[config.mk]
export PLATFORM = sky130hd
export DESIGN_NAME = vector_angle_degrees_unit
export DESIGN_NICKNAME = d
export VERILOG_FILES = /design/src/design/vad_pkg.sv /design/src/design/vector_angle_degrees_unit.sv /design/src/design/vad_front.sv /design/src/design/vad_queue.sv /design/src/design/vad_back.sv
export SDC_FILE = /design/constraint.sdc
export NUM_CORES = 2
export LEC_CHECK = 0
export BUFFER_PORTS_ARGS = -buffer_cell sky130_fd_sc_hd__buf_2
export CAP_MARGIN = 5
export CELL_PAD_IN_SITES_DETAIL_PLACEMENT = 1
export CELL_PAD_IN_SITES_GLOBAL_PLACEMENT = 2
export CORE_MARGIN = 2
export CORE_UTILIZATION = 44
export DETAILED_ROUTE_END_ITERATION = 10
export PLACE_DENSITY_LB_ADDON = 0.12
export SYNTH_ARGS = -nofsm -noshare
export SYNTH_HDL_FRONTEND = slang
export SYNTH_SLANG_ARGS = --single-unit
[constraint.sdc]
create_clock -name clk -period 67.6 [get_ports clk]
set_input_delay 6.76 -clock clk [delete_from_list [all_inputs] [get_ports clk]]
set_output_delay 6.76 -clock clk [all_outputs]
set_load 0.01 [all_outputs]
[src/design/vad_pkg.sv]
package vad_pkg;

  localparam int COORD_W    = 16;
  localparam int STAGES     = 16;
  localparam int ANGLE_FRAC = 7;
  localparam int ANGLE_W    = 16;

  // angle accumulator in 1/2^20 degree
  localparam int ZFRAC   = 20;
  localparam int Z_W     = 29;
  localparam int RND_SH  = ZFRAC - ANGLE_FRAC;
  localparam int Q_W     = Z_W - RND_SH;

  // difference vector and CORDIC datapath widths (3 guard bits for gain and fold)
  localparam int DIFF_W  = COORD_W + 1;
  localparam int XY_W    = DIFF_W + STAGES + 3;

  localparam int HALF_TURN = 180 * (2 ** ANGLE_FRAC);
  localparam int FULL_TURN = 2 * HALF_TURN;
  localparam int DEG90_Z   = 90 * (2 ** ZFRAC);

  localparam int QDEPTH = 4;
  localparam int QPTR_W = $clog2(QDEPTH);

  typedef enum logic [1:0] {
    FOLD_NONE,
    FOLD_POS90,
    FOLD_NEG90
  } fold_t;

  typedef struct packed {
    logic signed [DIFF_W-1:0] dx;
    logic signed [DIFF_W-1:0] dy;
    fold_t                    fold;
    logic                     coin;
  } item_t;

  // atan(2^-i) in degrees, scaled by 2^20
  function automatic logic signed [Z_W-1:0] atan_deg(input int idx);
    logic signed [Z_W-1:0] r;
    case (idx)
      0:  r = Z_W'(47185920);
      1:  r = Z_W'(27855475);
      2:  r = Z_W'(14718068);
      3:  r = Z_W'(7471121);
      4:  r = Z_W'(3750058);
      5:  r = Z_W'(1876857);
      6:  r = Z_W'(938658);
      7:  r = Z_W'(469357);
      8:  r = Z_W'(234682);
      9:  r = Z_W'(117342);
      10: r = Z_W'(58671);
      11: r = Z_W'(29335);
      12: r = Z_W'(14668);
      13: r = Z_W'(7334);
      14: r = Z_W'(3667);
      15: r = Z_W'(1833);
      16: r = Z_W'(917);
      17: r = Z_W'(458);
      18: r = Z_W'(229);
      19: r = Z_W'(115);
      20: r = Z_W'(57);
      21: r = Z_W'(29);
      22: r = Z_W'(14);
      23: r = Z_W'(7);
      default: r = '0;
    endcase
    return r;
  endfunction

endpackage

[src/design/vector_angle_degrees_unit.sv]
// An accepted word reaches the output ports through the front register, handoff queue,
// fold stage, 16 CORDIC stages, rounding and output buffer.
// Throughput: one word per cycle unless held; each CORDIC stage is its own register.
// The pipe holds as a whole only while its last result finds the output buffer full.
// Reset (rst, synchronous, active high) empties the front register, the queue,
// the pipe and the output buffer; data registers are not cleared.
module vector_angle_degrees_unit import vad_pkg::*; (
  input  logic                      clk,
  input  logic                      rst,
  input  logic                      push,
  output logic                      full,
  input  logic signed [COORD_W-1:0] from_x,
  input  logic signed [COORD_W-1:0] from_y,
  input  logic signed [COORD_W-1:0] to_x,
  input  logic signed [COORD_W-1:0] to_y,
  output logic                      empty,
  input  logic                      pop,
  output logic signed [ANGLE_W-1:0] angle_deg,
  output logic                      points_coincide
);

  // front -> queue
  logic  q_push;
  logic  q_full;
  item_t q_in;

  // queue -> back
  logic  q_pop;
  logic  q_empty;
  item_t q_out;

  // Front: difference vector, coincidence check, quadrant class.
  vad_front u_front (
    .clk    (clk),
    .rst    (rst),
    .push   (push),
    .full   (full),
    .from_x (from_x),
    .from_y (from_y),
    .to_x   (to_x),
    .to_y   (to_y),
    .q_push (q_push),
    .q_full (q_full),
    .q_item (q_in)
  );

  // Short queue so front and back stall independently.
  vad_queue u_queue (
    .clk      (clk),
    .rst      (rst),
    .push     (q_push),
    .item_in  (q_in),
    .full     (q_full),
    .pop      (q_pop),
    .item_out (q_out),
    .empty    (q_empty)
  );

  // Back: fold, CORDIC vectoring pipe, rounding, output buffer.
  vad_back u_back (
    .clk             (clk),
    .rst             (rst),
    .q_empty         (q_empty),
    .q_item          (q_out),
    .q_pop           (q_pop),
    .pop             (pop),
    .empty           (empty),
    .angle_deg       (angle_deg),
    .points_coincide (points_coincide)
  );

  // A coincident pair always reports a zero angle.
  a_coin_zero: assert property (@(posedge clk) disable iff (rst)
    (!empty && points_coincide) |-> (angle_deg == '0))
    else $error("coincident points with nonzero angle");

  // The result is always wrapped into -180..180 degrees.
  a_angle_range: assert property (@(posedge clk) disable iff (rst)
    !empty |-> ((angle_deg <= ANGLE_W'(HALF_TURN)) && (angle_deg >= -ANGLE_W'(HALF_TURN))))
    else $error("angle out of range");

  // Backpressure at the input only appears after a word was taken.
  a_full_rise: assert property (@(posedge clk) disable iff (rst)
    $rose(full) |-> $past(push))
    else $error("full rose without an accepted word");

  // The back end pops the queue only while it holds a word.
  a_pop_needs_data: assert property (@(posedge clk) disable iff (rst)
    q_pop |-> !q_empty)
    else $error("queue popped while empty");

endmodule

[src/design/vad_front.sv]
module vad_front import vad_pkg::*; (
  input  logic                      clk,
  input  logic                      rst,
  input  logic                      push,
  output logic                      full,
  input  logic signed [COORD_W-1:0] from_x,
  input  logic signed [COORD_W-1:0] from_y,
  input  logic signed [COORD_W-1:0] to_x,
  input  logic signed [COORD_W-1:0] to_y,
  output logic                      q_push,
  input  logic                      q_full,
  output item_t                     q_item
);

  logic                     front_valid;
  item_t                    front_item;
  logic                     ready;
  logic signed [DIFF_W-1:0] dx;
  logic signed [DIFF_W-1:0] dy;
  item_t                    item_next;

  assign ready  = !front_valid || !q_full;
  assign full   = !ready;
  assign q_push = front_valid && !q_full;
  assign q_item = front_item;

  always_comb begin
    dx = DIFF_W'(to_x) - DIFF_W'(from_x);
    dy = DIFF_W'(to_y) - DIFF_W'(from_y);
    item_next.dx   = dx;
    item_next.dy   = dy;
    item_next.coin = (dx == '0) && (dy == '0);
    if (dx < 0) begin
      item_next.fold = (dy >= 0) ? FOLD_POS90 : FOLD_NEG90;
    end else begin
      item_next.fold = FOLD_NONE;
    end
  end

  always_ff @(posedge clk) begin
    if (rst) begin
      front_valid <= 1'b0;
    end else if (ready) begin
      front_valid <= push;
    end
    if (ready && push) begin
      front_item <= item_next;
    end
  end

endmodule

[src/design/vad_queue.sv]
module vad_queue import vad_pkg::*; (
  input  logic  clk,
  input  logic  rst,
  input  logic  push,
  input  item_t item_in,
  output logic  full,
  input  logic  pop,
  output item_t item_out,
  output logic  empty
);

  item_t             mem [QDEPTH];
  logic [QPTR_W-1:0] wr_ptr;
  logic [QPTR_W-1:0] rd_ptr;
  logic [QPTR_W:0]   count;
  logic              do_push;
  logic              do_pop;

  assign full     = (count == (QPTR_W+1)'(QDEPTH));
  assign empty    = (count == '0);
  assign do_push  = push && !full;
  assign do_pop   = pop && !empty;
  assign item_out = mem[rd_ptr];

  always_ff @(posedge clk) begin
    if (rst) begin
      wr_ptr <= '0;
      rd_ptr <= '0;
      count  <= '0;
    end else begin
      if (do_push) begin
        wr_ptr <= wr_ptr + 1'b1;
      end
      if (do_pop) begin
        rd_ptr <= rd_ptr + 1'b1;
      end
      count <= count + (QPTR_W+1)'(do_push) - (QPTR_W+1)'(do_pop);
    end
    if (do_push) begin
      mem[wr_ptr] <= item_in;
    end
  end

endmodule

[src/design/vad_back.sv]
module vad_back import vad_pkg::*; (
  input  logic                      clk,
  input  logic                      rst,
  input  logic                      q_empty,
  input  item_t                     q_item,
  output logic                      q_pop,
  input  logic                      pop,
  output logic                      empty,
  output logic signed [ANGLE_W-1:0] angle_deg,
  output logic                      points_coincide
);

  logic                   advance;
  logic                   v    [STAGES+1];
  logic signed [XY_W-1:0] sx   [STAGES+1];
  logic signed [XY_W-1:0] sy   [STAGES+1];
  logic signed [Z_W-1:0]  sz   [STAGES+1];
  logic                   scoin[STAGES+1];

  logic signed [XY_W-1:0] fold_x;
  logic signed [XY_W-1:0] fold_y;
  logic signed [Z_W-1:0]  fold_z;

  logic                      fin_valid;
  logic signed [ANGLE_W-1:0] fin_angle;
  logic                      fin_coin;

  logic signed [Z_W-1:0]     z_rnd;
  logic signed [Q_W:0]       q_ext;
  logic signed [Q_W:0]       q_wrap;
  logic signed [ANGLE_W-1:0] angle_next;

  logic signed [ANGLE_W-1:0] ob_angle [2];
  logic                      ob_coin  [2];
  logic                      ob_wr;
  logic                      ob_rd;
  logic [1:0]                ob_count;
  logic                      ob_push;
  logic                      ob_pop;

  // whole pipe moves together; holds only when the last result has no room
  assign advance = !(fin_valid && ob_count == 2'd2);
  assign q_pop   = advance && !q_empty;

  // quadrant fold into the right half plane, then scale by 2^STAGES
  always_comb begin
    logic signed [DIFF_W-1:0] fx;
    logic signed [DIFF_W-1:0] fy;
    case (q_item.fold)
      FOLD_POS90: begin
        fx     = q_item.dy;
        fy     = -q_item.dx;
        fold_z = Z_W'(DEG90_Z);
      end
      FOLD_NEG90: begin
        fx     = -q_item.dy;
        fy     = q_item.dx;
        fold_z = -Z_W'(DEG90_Z);
      end
      default: begin
        fx     = q_item.dx;
        fy     = q_item.dy;
        fold_z = '0;
      end
    endcase
    fold_x = {{(XY_W-DIFF_W-STAGES){fx[DIFF_W-1]}}, fx, {STAGES{1'b0}}};
    fold_y = {{(XY_W-DIFF_W-STAGES){fy[DIFF_W-1]}}, fy, {STAGES{1'b0}}};
  end

  always_ff @(posedge clk) begin
    if (rst) begin
      v[0] <= 1'b0;
    end else if (advance) begin
      v[0] <= !q_empty;
    end
    if (q_pop) begin
      sx[0]    <= fold_x;
      sy[0]    <= fold_y;
      sz[0]    <= fold_z;
      scoin[0] <= q_item.coin;
    end
  end

  // one micro-rotation per stage
  for (genvar i = 0; i < STAGES; i++) begin : g_stage
    logic signed [XY_W-1:0] xs;
    logic signed [XY_W-1:0] ys;
    assign xs = sx[i] >>> i;
    assign ys = sy[i] >>> i;

    always_ff @(posedge clk) begin
      if (rst) begin
        v[i+1] <= 1'b0;
      end else if (advance) begin
        v[i+1] <= v[i];
      end
      if (advance) begin
        scoin[i+1] <= scoin[i];
        if (sy[i] > 0) begin
          sx[i+1] <= sx[i] + ys;
          sy[i+1] <= sy[i] - xs;
          sz[i+1] <= sz[i] + atan_deg(i);
        end else begin
          sx[i+1] <= sx[i] - ys;
          sy[i+1] <= sy[i] + xs;
          sz[i+1] <= sz[i] - atan_deg(i);
        end
      end
    end
  end

  // round to nearest (ties up), wrap into +-180
  always_comb begin
    z_rnd = sz[STAGES] + Z_W'(2 ** (RND_SH - 1));
    q_ext = {z_rnd[Z_W-1], z_rnd[Z_W-1:RND_SH]};
    if (q_ext > (Q_W+1)'(HALF_TURN)) begin
      q_wrap = q_ext - (Q_W+1)'(FULL_TURN);
    end else if (q_ext < -(Q_W+1)'(HALF_TURN)) begin
      q_wrap = q_ext + (Q_W+1)'(FULL_TURN);
    end else begin
      q_wrap = q_ext;
    end
    angle_next = scoin[STAGES] ? '0 : q_wrap[ANGLE_W-1:0];
  end

  always_ff @(posedge clk) begin
    if (rst) begin
      fin_valid <= 1'b0;
    end else if (advance) begin
      fin_valid <= v[STAGES];
    end
    if (advance) begin
      fin_angle <= angle_next;
      fin_coin  <= scoin[STAGES];
    end
  end

  // two-word output buffer
  assign ob_push = advance && fin_valid;
  assign ob_pop  = pop && !empty;
  assign empty   = (ob_count == 2'd0);

  assign angle_deg       = ob_angle[ob_rd];
  assign points_coincide = ob_coin[ob_rd];

  always_ff @(posedge clk) begin
    if (rst) begin
      ob_wr    <= 1'b0;
      ob_rd    <= 1'b0;
      ob_count <= 2'd0;
    end else begin
      if (ob_push) begin
        ob_wr <= !ob_wr;
      end
      if (ob_pop) begin
        ob_rd <= !ob_rd;
      end
      ob_count <= ob_count + 2'(ob_push) - 2'(ob_pop);
    end
    if (ob_push) begin
      ob_angle[ob_wr] <= fin_angle;
      ob_coin[ob_wr]  <= fin_coin;
    end
  end

endmodule
# After elaboration in Yosys (flattened, before gate mapping)
# Memory sizes are Yosys's and may differ from the RTL's. A register that Yosys moved wholly into a read port is not among the register bits.
# Index checks and enable logic that the tools add are counted.
# W data, S select, Z words.
classes:
  n_addsub: 108
  magnitude_cmp: 20
  eq_ne: 4
  muxes: 184
  bitwise_logic: 65
  reduce_logical: 23
ops:
  columns: ["op", "count"]
  rows:
  - ["$mux W36", 32]
  - ["$gt A36 B1 Y1 const B", 16]
  - ["$mux W29", 16]
  - ["$mux W1", 128]
  - ["$add A36 B21 Y36", 2]
  - ["$add A36 B22 Y36", 2]
  - ["$add A36 B23 Y36", 2]
  - ["$add A36 B24 Y36", 2]
  - ["$add A36 B25 Y36", 2]
  - ["$add A36 B26 Y36", 2]
  - ["$add A36 B27 Y36", 2]
  - ["$add A36 B28 Y36", 2]
  - ["$add A36 B29 Y36", 2]
  - ["$add A36 B30 Y36", 2]
  - ["$add A36 B31 Y36", 2]
  - ["$add A36 B32 Y36", 2]
  - ["$add A36 B33 Y36", 2]
  - ["$add A36 B34 Y36", 2]
  - ["$add A36 B35 Y36", 2]
  - ["$sub A36 B21 Y36", 2]
  - ["$sub A36 B22 Y36", 2]
  - ["$sub A36 B23 Y36", 2]
  - ["$sub A36 B24 Y36", 2]
  - ["$sub A36 B25 Y36", 2]
  - ["71 further kinds", 172]
totals:
  ff_bits: 66
  ram_bits: 1933
  output_inout_bits: 19
  word_cells: 425
  mem_count: 8
memory_table:
  columns: ["memory", "words", "width", "rd", "rd_ports_with_merged_regs", "wr", "line_no", "source"]
  rows:
  - ["u_back.sx", 17, 36, 16, 0, 17, "vad_back.sv:15", "logic signed [XY_W-1:0] sx [STAGES+1];"]
  - ["u_back.sy", 17, 36, 16, 0, 17, "vad_back.sv:16", "logic signed [XY_W-1:0] sy [STAGES+1];"]
  - ["u_back.sz", 17, 29, 17, 0, 17, "vad_back.sv:17", "logic signed [Z_W-1:0] sz [STAGES+1];"]
  - ["u_queue.mem", 4, 37, 1, 1, 1, "vad_queue.sv:12", "item_t mem [QDEPTH];"]
  - ["u_back.ob_angle", 2, 16, 1, 1, 1, "vad_back.sv:33", "logic signed [ANGLE_W-1:0] ob_angle [2];"]
  - ["u_back.scoin", 17, 1, 17, 0, 17, "vad_back.sv:18", "logic scoin[STAGES+1];"]
  - ["+2 memories", null, null, null, null, null, null, null]

# Longest topological paths before layout
depth:
  word_depth: 7
  mapped_depth: 28
  depth_no_buf: 26

# By module
# A second synthesis with hierarchy kept.
unflattened:
  hier_cells: 12489
  hier_area_um2: 125275.1
by_module_without_submodules:
  columns: ["module", "instances", "cells_per_inst", "area_per_inst_um2", "seq_area_each_um2"]
  rows:
  - ["vad_back", 1, 11964, 116615.6, 42821.1]
  - ["vad_queue", 1, 244, 5863.1, 4624.4]
  - ["vad_front", 1, 281, 2796.4, 1131.1]

# Worst setup path after synthesis
# OpenSTA, ideal clock, no wires.
synth_path:
  kind: "reg2reg"
  from: "reg u_back.ob_count[0]"
  to: "mem u_back.sx[9][35] (netlist bit) (data pin)"
  setup_time_ps: 264
  arrival_ps: 43600
  path_slack_ps: 23737
  path_stages_with_launch: 21
  path_buffers: 4
  cell_sequence: "dfxtp_1 and3b_1 clkbuf_1 inv_2 clkbuf_1 clkbuf_1 clkbuf_1 a22oi_1 xnor2_1 ha_1 a21o_1 a21oi_1 o21bai_1 a21o_1 a211o_1 nor3_1 a211oi_1 a41oi_1 a21oi_1 a211oi_1 xnor2_1"
synth_lines:
  columns: ["element", "line_no", "source"]
  rows:
  - ["start: declaration", "vad_back.sv:37", "logic [1:0] ob_count;"]
  - ["start signal: assignment", "vad_back.sv:158", "ob_count <= ob_count + 2'(ob_push) - 2'(ob_pop);"]
  - ["end: declaration", "vad_back.sv:15", null]

==> results.json <==
{
  "arrival_ns": 10.56,
  "synth_common_cells": "edfxtp_1, ha_1, xnor2_1, a21oi_1, nor2_1",
  "status": "complete, no violations",
  "dp_hpwl_um": 304500,
  "min_path_type": "flip-flop to flip-flop",
  "gp_congestion": 0.9269,
  "routedWlPerCell_um": 22.93,
  "hold_viol_final": 0,
  "path_max_fanout": 3,
  "yosysTopAreaCellShare_pct": 38.68,
  "yosys_warnings": 0,
  "rsz0062_at_grt": "no",
  "cp.buffers_inverters": 1,
  "start_util_pct": 44.23,
  "critical_path_class": "primary input to flip-flop",
  "finClkSkew_ns": 0.03773,
  "setup_tns_ns": 0,
  "synth_edf_count": 1607,
  "synth_top_area_cell": "edfxtp_1",
  "cp-start-kind": "primary input",
  "setup_viol": 0,
  "h-tree-depth": 4,
  "antenna_found_initial": 15,
  "drive_gt1_share_pct": 5.321,
  "vias_per_cell": 5.847,
  "dr_total_vias": 96938,
  "syn_to_final_growth_pct": 9.378,
  "rows": 195,
  "post_cts_buffers": 0,
  "synth-seq-cells": 1623,
  "clk_pin_slew_ns": 0.06,
  "syn-instance-count": 12493,
  "required_ns": 68.28,
  "path_cells": "buf_2 > ha_1 > fa_1 > nor2b_1 > o21ai_0 > a21boi_0 > o21ai_0 > a21boi_0 > o221ai_1 > nor4_1 > o21ai_0 > a2111oi_0 > nor4b_1 > nand4b_1 > nor4_1",
  "worst_setup_path_end_kind": "flip-flop",
  "synth_top_family_by_area": "compound AO/OA/AOI/OAI gates",
  "synth_compound_area_share_pct": 17.68,
  "cp_top_family": "compound AO/OA/AOI/OAI gates",
  "dominantRegCellSynth": "edfxtp_1",
  "path_common_cell": "o21ai_0",
  "max_stage_delay_ns": 0.47,
  "ys_top_cells_by_area": "edfxtp_1, ha_1, xnor2_1, xor2_1, a21oi_1",
  "muxShareOfSynthArea_pct": 1.275,
  "drt_iter0_markers": 5133,
  "core_area_sq_mm": 0.2820,
  "io_pins": 87,
  "drv_slew": 0,
  "die-width_um": 536.5,
  "synth.most_common_cell": "edfxtp_1",
  "ant_nets": 0,
  "synthArstFlopShare_pct": 0,
  "synthAdderAreaFrac_pct": 14.02,
  "port_buffers": 86,
  "wl_um": 380200,
  "die_h_um": 536.5,
  "clk_latency_ns": 0.89,
  "critPathSlowestCell": "a21boi_0",
  "maxCapViolCount": 0,
  "dr.pass1.iters": 5,
  "max_freq_mhz": 101.2,
  "grt_usage_pct": 25.75,
  "syn-cell-area_sq_mm": 0.1248,
  "finalNetCount": 14117,
  "grt_pass1_vias": 99864,
  "relSlewSlack_pct": 25.20,
  "grt_first_pass_wirelength_um": 585500,
  "synthSimpleGateAreaFrac_pct": 13.41,
  "clock-sinks": 1623,
  "synth_seq_area_share_pct": 38.94,
  "die_area_sq_mm": 0.2878,
  "n_fill_cell": 31309,
  "cts-root-buf": "clkbuf_16",
  "syn_avg_cell_area_sq_um": 9.986,
  "syn-num-nets": 13934,
  "cts_tree": "done",
  "clock_path_buffers": 4,
  "cts-resized-gates": 0,
  "ctsHoldBuffers": 0,
  "worstMarginPinSlew_ns": 1.120,
  "fin_crit_ns": 9.883,
  "grt_max_degree": 177,
  "overflow": 0,
  "cts_buffers": 198,
  "synth_xor_area_share_pct": 12.45,
  "drc": 0,
  "fin_crit_sh_pct": 14.62,
  "synth.distinct_cells": 90
}
## sequential cells by signal, summed over array words and instances, names as in the netlist, named ones only
register	cells
u_back.sy	492
u_back.sx	444
u_back.sz	401
u_queue.mem	148
u_front.q_item	37
u_back.ob_angle	32
u_back.scoin	17
u_back.v	17
u_back.fin_angle	16
u_queue.count	3
u_back.ob_coin	2
u_back.ob_count	2
u_queue.rd_ptr	2
u_queue.wr_ptr	2
u_back.fin_coin	1
u_back.fin_valid	1
u_back.ob_rd	1
u_back.ob_wr	1
u_front.front_valid	1
## path summary, 6_finish.rpt
kind | start | end | slack [ns] | cells past startpoint
min reg2reg | u_back.scoin[0][6] | u_back.scoin[0][7] | 0.42 | 0
max | from_x[0] | u_front.q_item[0] | 57.72 | 15
min | u_back.scoin[0][6] | u_back.scoin[0][7] | 0.42 | 0
max reg2reg | u_back.sy[8][8] | u_back.sy[9][34] | 59.20 | 27
## cells in the final DEF, fill, tap and decap left out, types with 200 or more instances in the layout
cell,Yosys,routed
edfxtp_1,1607,1607
ha_1,1331,1331
xnor2_1,1173,1173
a21oi_1,1015,1015
nor2_1,931,928
nand2_1,760,760
o21ai_0,697,696
xor2_1,600,600
inv_1,551,550
a21o_1,440,440
nor3_1,358,358
nand3_1,248,248
clkbuf_16,0,201
o31ai_1,200,200
## per-layer routing
layer | global-route usage [%] | up-vias | share of wire (%)
met5 | 0 | - | 0
met4 | 7.977 | 0 | 3.2
met3 | 2.509 | 491 | 3.2
met2 | 46.00 | 1350 | 50
met1 | 32.65 | 48251 | 44
li1 | - | 46846 | -
## area by class of cell
| cell class | count | area, sq um | area share, % |
|---|---|---|---|
| Antenna cell | 2 | 5.005 | 0.003668 |
| Clock buffer | 240 | 5196 | 3.808 |
| Clock inverter | 119 | 1289 | 0.9444 |
| Inverter | 558 | 2102 | 1.540 |
| Multi-Input combinational cell | 10133 | 73560 | 53.91 |
| Sequential cell | 1623 | 48580 | 35.60 |
| Tap cell | 3743 | 4683 | 3.432 |
| Timing Repair Buffer | 162 | 1039 | 0.7611 |
## kinds of logic (layout without fill, tap and decap cells)
group / after synthesis / count (layout)
AOI/OAI and AO/OA: 3458 / 3458
and+or+nand+nor: 3422 / 3422
xor gates and xnor gates: 1773 / 1773
DFF: 1623 / 1623
adders and majority gates: 1373 / 1373
buffers and inverters: 737 / 1079
muxes: 107 / 107
other: 0 / 2
## through the flow
| step | hold slack, ns | cell area [sq um] | setup WS [ns] | cells | util, % |
|---|---|---|---|---|---|
| 2_1_floorplan | 0.4003 | 124800 | 23.74 | 12493 | - |
| 3_3_place_gp | 0.4013 | 130000 | 56.80 | 16219 | 46.08 |
| 3_5_place_dp | 0.4077 | 130000 | 56.88 | 16219 | 46.08 |
| 4_1_cts | 0.4209 | 136500 | 57.81 | 16578 | 48.38 |
| 5_1_grt | 0.4276 | 136500 | 57.31 | 16579 | 48.38 |
| 6_report | 0.4196 | 136500 | 57.72 | 16580 | 48.38 |
Power is left out: the tool's default activity adds up to more than one toggle a clock period on the data nets, which glitch-free logic cannot reach.
